## config.mk

```make
export PLATFORM = sky130hd
export DESIGN_NAME = lfu_cache_with_ttl_top
export DESIGN_NICKNAME = d
export VERILOG_FILES = /design/src/rtl/core/lfu_pkg.sv /design/src/rtl/core/lfu_cmp.sv /design/src/rtl/core/lfu_cache_with_ttl_top.sv
export SDC_FILE = /design/constraint.sdc
export NUM_CORES = 2
export LEC_CHECK = 0
export BUFFER_PORTS_ARGS = -buffer_cell sky130_fd_sc_hd__buf_2
export CAP_MARGIN = 20
export CORE_MARGIN = 8
export CORE_UTILIZATION = 45
export DETAILED_ROUTE_END_ITERATION = 10
export SETUP_SLACK_MARGIN = 0.3
export SKIP_LAST_GASP = 1
export SYNTH_ARGS = -nofsm -noshare
export SYNTH_HDL_FRONTEND = slang
export SYNTH_SLANG_ARGS = --single-unit
```

## constraint.sdc

```tcl
create_clock -name clk -period 7.9 [get_ports clk]
set_input_delay 1.185 -clock clk [delete_from_list [all_inputs] [get_ports clk]]
set_output_delay 1.185 -clock clk [all_outputs]
set_load 0.1 [all_outputs]
```

## src/rtl/core/lfu_pkg.sv

```systemverilog
package lfu_pkg;
	localparam int ENTRIES = 16;
	localparam int IDX_W = $clog2(ENTRIES);
	localparam int CNT_W = $clog2(ENTRIES + 1);
	localparam int CAP_W = 5;
	localparam int TTL_W = 31;
	localparam int UCNT_W = 16;
	localparam logic [UCNT_W-1:0] COUNT_MAX = '1;

	typedef enum logic [1:0] {
		FN_GET  = 2'd0,
		FN_PUT  = 2'd1,
		FN_DUMP = 2'd2,
		FN_NONE = 2'd3
	} func_t;

	typedef enum logic {
		CFG_CAP = 1'b0,
		CFG_TTL = 1'b1
	} cfg_idx_t;

	typedef enum logic [2:0] {
		ST_IDLE,
		ST_SCAN,
		ST_ACT,
		ST_DSCAN,
		ST_DOUT,
		ST_OUT
	} state_t;

	typedef struct packed {
		logic [31:0] age;
		logic        expired;
		logic        evict_better;
		logic        dump_better;
	} cmp_res_t;
endpackage

```

## src/rtl/core/lfu_cmp.sv

```systemverilog
module lfu_cmp import lfu_pkg::*; (
	input  logic [31:0]       time_now,
	input  logic [31:0]       last_use,
	input  logic [UCNT_W-1:0] count,
	input  logic [TTL_W-1:0]  ttl,
	input  logic              best_ok,
	input  logic [UCNT_W-1:0] best_count,
	input  logic [31:0]       best_age,
	output cmp_res_t          res
);
	logic [31:0] age;

	always_comb begin
		age = time_now - last_use;
		res.age = age;
		res.expired = age > {1'b0, ttl};
		// least count first, oldest use among equal counts
		res.evict_better = !best_ok || (count < best_count) ||
			((count == best_count) && (age > best_age));
		res.dump_better = !best_ok || (age > best_age);
	end
endmodule

```

## src/rtl/core/lfu_cache_with_ttl_top.sv

```systemverilog
// Get and put: accept in idle, a scan over all ENTRIES entries, then one action state;
// a get result then waits in the output register until transferred.
// Dump: each result takes a scan of all entries, a pick state and an output state.
// Throughput: one item at a time; the shared entry compare unit is the limit.
// Reset (arst_n low): all entries invalid, time zero, capacity 16, ttl 1000.
module lfu_cache_with_ttl_top import lfu_pkg::*; (
	input  logic               clk,
	input  logic               arst_n,
	input  logic               in_valid,
	output logic               in_stall,
	input  logic [1:0]         func,
	input  logic signed [31:0] key,
	input  logic signed [31:0] value,
	output logic               out_valid,
	input  logic               out_stall,
	output logic               hit,
	output logic signed [31:0] data,
	output logic               last,
	output logic               empty_res,
	input  logic               cfg_we,
	input  logic               cfg_index,
	input  logic [TTL_W-1:0]   cfg_data
);
	state_t state_q, state_d;

	logic [ENTRIES-1:0] valid_q, done_q;
	logic [31:0]        key_q [ENTRIES];
	logic [31:0]        val_q [ENTRIES];
	logic [UCNT_W-1:0]  cnt_q [ENTRIES];
	logic [31:0]        use_q [ENTRIES];

	logic [31:0]       time_q;
	logic [CAP_W-1:0]  cap_q;
	logic [TTL_W-1:0]  ttl_q;
	logic [IDX_W-1:0]  idx_q;
	func_t             func_q;
	logic [31:0]       key_in_q, val_in_q;
	logic              match_ok_q, free_ok_q, best_ok_q;
	logic [IDX_W-1:0]  match_idx_q, free_idx_q, best_idx_q, slot;
	logic [UCNT_W-1:0] best_cnt_q;
	logic [31:0]       best_age_q;
	logic [CNT_W-1:0]  live_q;
	logic              hit_q, last_q, empty_q;
	logic [31:0]       data_q;

	cmp_res_t         cr;
	logic             scan_end, live_now, evict, victim_clr, in_xfer, out_xfer;
	logic [CAP_W-1:0] cap_eff;

	lfu_cmp u_cmp (
		.time_now  (time_q),
		.last_use  (use_q[idx_q]),
		.count     (cnt_q[idx_q]),
		.ttl       (ttl_q),
		.best_ok   (best_ok_q),
		.best_count(best_cnt_q),
		.best_age  (best_age_q),
		.res       (cr)
	);

	assign in_xfer  = in_valid && !in_stall;
	assign out_xfer = out_valid && !out_stall;
	assign scan_end = idx_q == IDX_W'(ENTRIES - 1);
	assign live_now = valid_q[idx_q] && !cr.expired;
	assign cap_eff  = (32'(cap_q) > 32'(ENTRIES)) ? CAP_W'(ENTRIES) : cap_q;
	assign evict    = (32'(live_q) >= 32'(cap_eff)) && best_ok_q;
	assign slot     = (evict && (!free_ok_q || best_idx_q < free_idx_q)) ? best_idx_q
		: free_idx_q;
	// eviction into another slot clears the victim in the same write as the new key
	assign victim_clr = evict && (slot != best_idx_q);

	assign hit       = hit_q;
	assign data      = data_q;
	assign last      = last_q;
	assign empty_res = empty_q;

	always_comb begin
		state_d = state_q;
		unique case (state_q)
			ST_IDLE: begin
				if (in_xfer) begin
					unique case (func_t'(func))
						FN_GET, FN_PUT: state_d = ST_SCAN;
						FN_DUMP:        state_d = ST_DSCAN;
						default:        state_d = ST_IDLE;
					endcase
				end
			end
			ST_SCAN:  if (scan_end) state_d = ST_ACT;
			ST_ACT:   state_d = (func_q == FN_GET) ? ST_OUT : ST_IDLE;
			ST_DSCAN: if (scan_end) state_d = ST_DOUT;
			ST_DOUT:  state_d = ST_OUT;
			ST_OUT:   if (out_xfer) state_d = last_q ? ST_IDLE : ST_DSCAN;
			default:  state_d = ST_IDLE;
		endcase
	end

	always_comb begin
		in_stall  = state_q != ST_IDLE;
		out_valid = state_q == ST_OUT;
	end

	always_ff @(posedge clk or negedge arst_n) begin
		if (!arst_n) begin
			state_q <= ST_IDLE;
			valid_q <= '0;
			done_q  <= '0;
			time_q  <= '0;
			cap_q   <= CAP_W'(16);
			ttl_q   <= TTL_W'(1000);
			idx_q   <= '0;
		end else begin
			state_q <= state_d;
			if (cfg_we) begin
				unique case (cfg_idx_t'(cfg_index))
					CFG_CAP: cap_q <= cfg_data[CAP_W-1:0];
					CFG_TTL: ttl_q <= cfg_data;
					default: ;
				endcase
			end
			unique case (state_q)
				ST_IDLE: begin
					idx_q  <= '0;
					done_q <= '0;
				end
				ST_SCAN: begin
					idx_q <= idx_q + 1'b1;
					// drop expired entries as the scan passes them
					if (valid_q[idx_q] && cr.expired) valid_q[idx_q] <= 1'b0;
				end
				ST_ACT: begin
					time_q <= time_q + 1'b1;
					if (func_q == FN_GET) begin
						if (match_ok_q) begin
							if (cnt_q[match_idx_q] != COUNT_MAX)
								cnt_q[match_idx_q] <= cnt_q[match_idx_q] + 1'b1;
							use_q[match_idx_q] <= time_q;
						end
					end else if (cap_eff != '0) begin
						if (match_ok_q) begin
							val_q[match_idx_q] <= val_in_q;
							if (cnt_q[match_idx_q] != COUNT_MAX)
								cnt_q[match_idx_q] <= cnt_q[match_idx_q] + 1'b1;
							use_q[match_idx_q] <= time_q;
						end else if (evict || free_ok_q) begin
							valid_q <= (valid_q | (ENTRIES'(1) << slot)) &
								~(victim_clr ? (ENTRIES'(1) << best_idx_q) : ENTRIES'(0));
							key_q[slot]   <= key_in_q;
							val_q[slot]   <= val_in_q;
							cnt_q[slot]   <= UCNT_W'(1);
							use_q[slot]   <= time_q;
						end
					end
				end
				ST_DSCAN: idx_q <= idx_q + 1'b1;
				ST_DOUT:  if (best_ok_q) done_q[best_idx_q] <= 1'b1;
				ST_OUT:   idx_q <= '0;
				default:  ;
			endcase
		end
	end

	// input latch, scan accumulators and result register
	always_ff @(posedge clk) begin
		if (state_q == ST_IDLE) begin
			func_q   <= func_t'(func);
			key_in_q <= key;
			val_in_q <= value;
		end
		if (state_q == ST_IDLE || state_q == ST_OUT) begin
			match_ok_q <= 1'b0;
			free_ok_q  <= 1'b0;
			best_ok_q  <= 1'b0;
			live_q     <= '0;
		end
		if (state_q == ST_SCAN) begin
			if (live_now) begin
				live_q <= live_q + 1'b1;
				if (!match_ok_q && key_q[idx_q] == key_in_q) begin
					match_ok_q  <= 1'b1;
					match_idx_q <= idx_q;
				end
				if (cr.evict_better) begin
					best_ok_q  <= 1'b1;
					best_idx_q <= idx_q;
					best_cnt_q <= cnt_q[idx_q];
					best_age_q <= cr.age;
				end
			end else if (!free_ok_q) begin
				free_ok_q  <= 1'b1;
				free_idx_q <= idx_q;
			end
		end
		if (state_q == ST_DSCAN && valid_q[idx_q] && !done_q[idx_q]) begin
			live_q <= live_q + 1'b1;
			if (cr.dump_better) begin
				best_ok_q  <= 1'b1;
				best_idx_q <= idx_q;
				best_age_q <= cr.age;
			end
		end
		if (state_q == ST_ACT) begin
			hit_q   <= match_ok_q;
			data_q  <= match_ok_q ? val_q[match_idx_q] : '1;
			last_q  <= 1'b1;
			empty_q <= 1'b0;
		end
		if (state_q == ST_DOUT) begin
			hit_q   <= best_ok_q;
			data_q  <= best_ok_q ? val_q[best_idx_q] : '1;
			last_q  <= live_q <= CNT_W'(1);
			empty_q <= !best_ok_q;
		end
	end
endmodule
```

==> metrics.txt <==
# TYPE chip_impl_metric gauge
chip_impl_metric{name="leakagePower",unit="nW"} 33.7
chip_impl_metric{name="synth-compound-area-share",unit="%"} 3.02
chip_impl_metric{name="grt_antenna_before_repair",unit=""} 14
chip_impl_metric{name="p_int",unit="W"} 0.0226
chip_impl_metric{name="reg2reg_setup_slack",unit="ns"} 0.67
chip_impl_info{name="rr_startpoint",value="idx_q[0]"} 1
chip_impl_info{name="r2r_end",value="best_age_q[5]"} 1
chip_impl_metric{name="timing.clock.skew",unit="ns"} 0.0603
chip_impl_metric{name="first_global_vias",unit=""} 47500
chip_impl_metric{name="cts_max_level",unit=""} 4
chip_impl_info{name="path_class",value="flip-flop to flip-flop"} 1
chip_impl_metric{name="detailedRoute.firstPassIterationCount",unit=""} 5
chip_impl_metric{name="route.detailed.wl_per_inst",unit="microns"} 29.5
chip_impl_metric{name="drv_cap",unit=""} 0
chip_impl_metric{name="grt_pass1_wl",unit="mm"} 328
chip_impl_info{name="cp-startpoint",value="idx_q[0]"} 1
chip_impl_metric{name="synth.ff_latch_count",unit=""} 2072
chip_impl_metric{name="total_power",unit="W"} 0.0326
chip_impl_metric{name="syn_std_cell_area",unit="sq um"} 89100
chip_impl_metric{name="tns",unit="ns"} 0
chip_impl_metric{name="synth_enable_flop_cells",unit=""} 1917
chip_impl_metric{name="detail_route.wirelength",unit="mm"} 223
chip_impl_metric{name="required",unit="ns"} 8.63
chip_impl_metric{name="synthCells",unit=""} 4480
chip_impl_info{name="cts_root_buf",value="sky130_fd_sc_hd__clkbuf_16"} 1
chip_impl_info{name="endpoint_of_the_most_critical_setup_path",value="best_age_q[5]"} 1
chip_impl_metric{name="drc_errors",unit=""} 0
chip_impl_info{name="holdCritPathClass",value="input port to async pin"} 1
chip_impl_metric{name="reg2regPathDepth",unit=""} 27
chip_impl_info{name="yosys-top-cells-area",value="sky130_fd_sc_hd__edfxtp_1 65%, sky130_fd_sc_hd__mux4_2 19%, sky130_fd_sc_hd__dfrtp_1 2.8%"} 1
chip_impl_metric{name="chipWidth",unit="microns"} 461
chip_impl_metric{name="dp.final_hpwl",unit="mm"} 122
chip_impl_metric{name="synth.yosys.seq_area_share",unit="%"} 68.7
chip_impl_metric{name="p_seq_share",unit="%"} 42.2
chip_impl_metric{name="worst_skew_pair.late_latency",unit="ns"} 0.87
chip_impl_metric{name="critical_path_peak_fanout",unit=""} 37
chip_impl_metric{name="cts_sinks",unit=""} 2072
chip_impl_metric{name="yosysTopAreaCellShare",unit="%"} 64.6
chip_impl_metric{name="ir_drop",unit="V"} 0.000277
chip_impl_metric{name="worst_slew_pin_slew",unit="ns"} 1.11
chip_impl_info{name="end_kind",value="flip-flop"} 1
chip_impl_metric{name="synth_cell_types",unit=""} 76
chip_impl_metric{name="switching_power",unit="W"} 0.0100
chip_impl_metric{name="combPwrFrac",unit="%"} 26.8
chip_impl_metric{name="number_of_buffers_added_by_the_clock_tree_synthesis_step",unit=""} 216
chip_impl_metric{name="power.switching_fraction",unit="%"} 30.7
chip_impl_info{name="largest_area_contributor_in_the_netlist",value="sky130_fd_sc_hd__edfxtp_1"} 1
chip_impl_metric{name="synth_async_sr_flop_share",unit="%"} 5.16
chip_impl_metric{name="layout-drive-gt1-share",unit="%"} 31.5
chip_impl_metric{name="vias",unit=""} 45700
chip_impl_metric{name="die_area",unit="sq um"} 212000
chip_impl_info{name="grt_setup_unrepaired",value="no"} 1
chip_impl_metric{name="initial_core_util",unit="%"} 45.2
chip_impl_metric{name="placement_rows",unit=""} 163
chip_impl_metric{name="share_of_total_power_in_the_clock_network",unit="%"} 30.9
chip_impl_metric{name="globalRouteOverflowTotal",unit=""} 0
chip_impl_metric{name="area_growth",unit="%"} 13.4
chip_impl_info{name="tritoncts",value="built"} 1
chip_impl_metric{name="gr-usage-all-layers",unit="%"} 20.9
chip_impl_metric{name="count_of_input_and_output_buffers",unit=""} 139
chip_impl_metric{name="via_per_inst",unit=""} 6.03
chip_impl_metric{name="setup_viol",unit=""} 0
chip_impl_info{name="run_status",value="finished clean"} 1
chip_impl_metric{name="hold_viol_final",unit=""} 0
chip_impl_metric{name="pin_count_of_the_biggest_net_entering_global_routing",unit=""} 123
chip_impl_metric{name="critical_path_arrival",unit="ns"} 7.96
chip_impl_metric{name="synth_warnings",unit=""} 0
chip_impl_metric{name="nNetsFinal",unit=""} 4976
chip_impl_metric{name="post_detailed_route_count_of_antenna_violating_nets",unit=""} 0
chip_impl_metric{name="chipHeight",unit="microns"} 461
chip_impl_info{name="synth_flop_cell",value="sky130_fd_sc_hd__edfxtp_1"} 1
chip_impl_metric{name="timing.max_slew.rel_slack",unit="%"} 26.1
chip_impl_metric{name="synth.mux.area_fraction",unit="%"} 21.1
chip_impl_metric{name="cts.clk_slew.worst_paths",unit="ns"} 0.06
chip_impl_metric{name="core",unit="sq um"} 197000
chip_impl_metric{name="period_needed",unit="ns"} 7.23
chip_impl_metric{name="ios",unit=""} 140
chip_impl_metric{name="cts_hold_buf",unit=""} 0
chip_impl_metric{name="synth_fa_ha_area_share",unit="%"} 1.79
chip_impl_metric{name="synthSimpleGateAreaFrac",unit="%"} 2.42
chip_impl_metric{name="cts-root-to-sink-buffers",unit=""} 3
chip_impl_metric{name="postSynthNetCount",unit=""} 4710
chip_impl_metric{name="timing_max_transition_violations_final",unit=""} 0
chip_impl_info{name="worstSetupStartpointType",value="flip-flop"} 1
chip_impl_metric{name="post_synth_xor_area_fraction",unit="%"} 1.10
chip_impl_metric{name="timing.fmax",unit="GHz"} 0.138
chip_impl_metric{name="globalplace.congestion",unit=""} 0.822
chip_impl_info{name="synth_top_family_by_area",value="multiplexers"} 1
chip_impl_metric{name="power_density",unit="nW/um^2"} 323
chip_impl_metric{name="period_share",unit="%"} 91.6
chip_impl_metric{name="post_synth.cell_area_avg",unit="sq um"} 19.9
chip_impl_metric{name="drt_iter0_drc",unit=""} 4329
## layout by cell type, fill, tap and decap left out, drive strengths merged, types with 26 or more instances in the layout
master  netlist  layout
clkbuf      110     272
o22a         34      34
buf         120     277
o21ai        73      73
a21oi       101     101
nor2        167     167
ha          126     126
dfxtp        48      48
nand2       135     135
nand3        44      44
a31oi        26      26
xor2         36      36
edfxtp     1917    1917
mux4        757     757
mux2i        72      72
mux2         85      85
xnor2        76      76
inv         143     152
a21o         27      27
clkinv        2     100
dfrtp       100     100
## repair_timing
action,4_1_cts,5_1_grt
setup buffers,1,11
cloned,0,1
pin swaps,0,1
endpoints found under the setup margin,76,85
hold endpoints to repair,0,0
gates resized for setup,4,10
## flip-flops by register name, indices dropped and copies added (netlist names), 4 cells and up, named ones only
name / cells
best_age_q: 32
best_cnt_q: 16
best_idx_q: 4
cap_q: 5
cnt_q: 256
data: 32
done_q: 16
free_idx_q: 4
idx_q: 4
key_in_q: 32
key_q: 512
live_q: 5
match_idx_q: 4
time_q: 32
ttl_q: 31
use_q: 512
val_in_q: 32
val_q: 512
valid_q: 16
## critical path, stage by stage (launching register included)
cell	delay, ns
sky130_fd_sc_hd__dfrtp_4	0.47
sky130_fd_sc_hd__buf_4	0.20
sky130_fd_sc_hd__buf_16	0.19
sky130_fd_sc_hd__mux4_2	0.53
sky130_fd_sc_hd__mux4_2	0.49
sky130_fd_sc_hd__inv_1	0.11
sky130_fd_sc_hd__ha_1	0.28
sky130_fd_sc_hd__a21oi_1	0.23
sky130_fd_sc_hd__o21ai_0	0.15
sky130_fd_sc_hd__a221o_1	0.38
sky130_fd_sc_hd__a41o_1	0.24
sky130_fd_sc_hd__nor2_1	0.13
sky130_fd_sc_hd__o21ai_0	0.14
sky130_fd_sc_hd__a31o_2	0.26
sky130_fd_sc_hd__a21oi_1	0.25
sky130_fd_sc_hd__xnor2_2	0.17
sky130_fd_sc_hd__ha_1	0.33
sky130_fd_sc_hd__nand2_1	0.05
sky130_fd_sc_hd__or3_1	0.40
sky130_fd_sc_hd__nand4b_1	0.28
sky130_fd_sc_hd__a21oi_1	0.15
sky130_fd_sc_hd__or4_1	0.15
sky130_fd_sc_hd__a21oi_1	0.07
sky130_fd_sc_hd__o22a_2	0.32
sky130_fd_sc_hd__and2_4	0.23
sky130_fd_sc_hd__a21oi_4	0.17
sky130_fd_sc_hd__buf_12	0.28
sky130_fd_sc_hd__mux2_2	0.37
## layer usage
metal  wire [microns]  part of all wire (%)  up-vias  GRT usage, %
met5                0                     0        -             0
met4             5850                   2.6        0          6.01
met3            12600                   5.6      326          3.01
met2           110000                    49     1507          34.2
met1            95500                    43    24700          29.4
li1                 -                     -    19200             -
## power groups by stage
stage          sequential (W)  combinational (W)  clock [W]
6_report               0.0138            0.00873     0.0101
3_3_place_gp           0.0140            0.00863          0
4_1_cts                0.0138            0.00871     0.0103
5_1_grt                0.0139            0.00952     0.0107
2_1_floorplan          0.0136            0.00629          0
3_5_place_dp           0.0140            0.00864          0
## layout make-up
| type | instances | area [sq um] |
|---|---|---|
| Tap cell | 2640 | 3300 |
| Antenna cell | 8 | 20.0 |
| Timing Repair Buffer | 278 | 1980 |
| Clock inverter | 133 | 1360 |
| Multi-Input combinational cell | 2033 | 26800 |
| Sequential cell | 2072 | 61300 |
| Inverter | 145 | 554 |
| Clock buffer | 271 | 5720 |
| Fill cell | 15700 | 96000 |
## synth_stat cells (10+ instances only)
master                        n
sky130_fd_sc_hd__nor3_1      17
sky130_fd_sc_hd__a21boi_0    16
sky130_fd_sc_hd__o211ai_1    11
sky130_fd_sc_hd__mux2_2      58
sky130_fd_sc_hd__edfxtp_1  1917
sky130_fd_sc_hd__buf_4       10
sky130_fd_sc_hd__dfrtp_1    100
sky130_fd_sc_hd__nand2_1    135
sky130_fd_sc_hd__xor2_1      36
sky130_fd_sc_hd__buf_2       64
sky130_fd_sc_hd__nand2b_1    13
sky130_fd_sc_hd__o22a_1      34
sky130_fd_sc_hd__mux4_2     757
sky130_fd_sc_hd__and3_1      10
sky130_fd_sc_hd__and2_1      13
sky130_fd_sc_hd__o21ai_0     72
sky130_fd_sc_hd__ha_1       126
sky130_fd_sc_hd__dfxtp_1     48
sky130_fd_sc_hd__a31oi_1     26
sky130_fd_sc_hd__a21o_1      27
sky130_fd_sc_hd__a21oi_1     99
sky130_fd_sc_hd__nand4_1     25
sky130_fd_sc_hd__o22ai_1     20
sky130_fd_sc_hd__a221oi_1    11
sky130_fd_sc_hd__mux2i_1     72
sky130_fd_sc_hd__xnor2_1     76
sky130_fd_sc_hd__nor2_1     167
sky130_fd_sc_hd__a211oi_1    18
sky130_fd_sc_hd__buf_1       38
sky130_fd_sc_hd__inv_1      141
sky130_fd_sc_hd__nor2b_1     24
sky130_fd_sc_hd__mux2_4      27
sky130_fd_sc_hd__clkbuf_1   110
sky130_fd_sc_hd__nand3_1     44
## worst min path at each step
| stage | from | depth (start not counted) | end | slack [ns] |
|---|---|---|---|---|
| CTS | arst_n | 1 | time_q[6] | 0.09 |
| global route | arst_n | 1 | time_q[6] | 0.12 |
| finish | arst_n | 1 | time_q[6] | 0.17 |
| floorplan | best_age_q[0] | 2 | best_age_q[0] | 0.44 |
| detailed placement | best_age_q[0] | 2 | best_age_q[0] | 0.46 |
| global placement | best_age_q[0] | 2 | best_age_q[0] | 0.45 |
## stage by stage
stage / setup WS [ns] / hold slack, ns / cells / instance area, sq um / util (%)
3_5_place_dp: 0.0871 / 0.461 / 7152 / 93600 / 47.5
6_report: 0.667 / 0.170 / 7580 / 101000 / 51.3
3_3_place_gp: 0.110 / 0.447 / 7151 / 93600 / 47.5
5_1_grt: 0.321 / 0.119 / 7580 / 101000 / 51.3
4_1_cts: 0.321 / 0.0904 / 7557 / 101000 / 51.1
2_1_floorplan: 0.361 / 0.436 / 4480 / 89100 / -
## cell families after synthesis
logic type | count (synthesis)
XOR/XNOR | 112
multiplexers | 914
AO/OA/AOI/OAI | 406
AND/OR/NAND/NOR | 474
adder cells (fa/ha/maj) | 127
flip-flops | 2072
buffers and inverters | 375
Note: power is estimated with default switching activity, not from simulation.
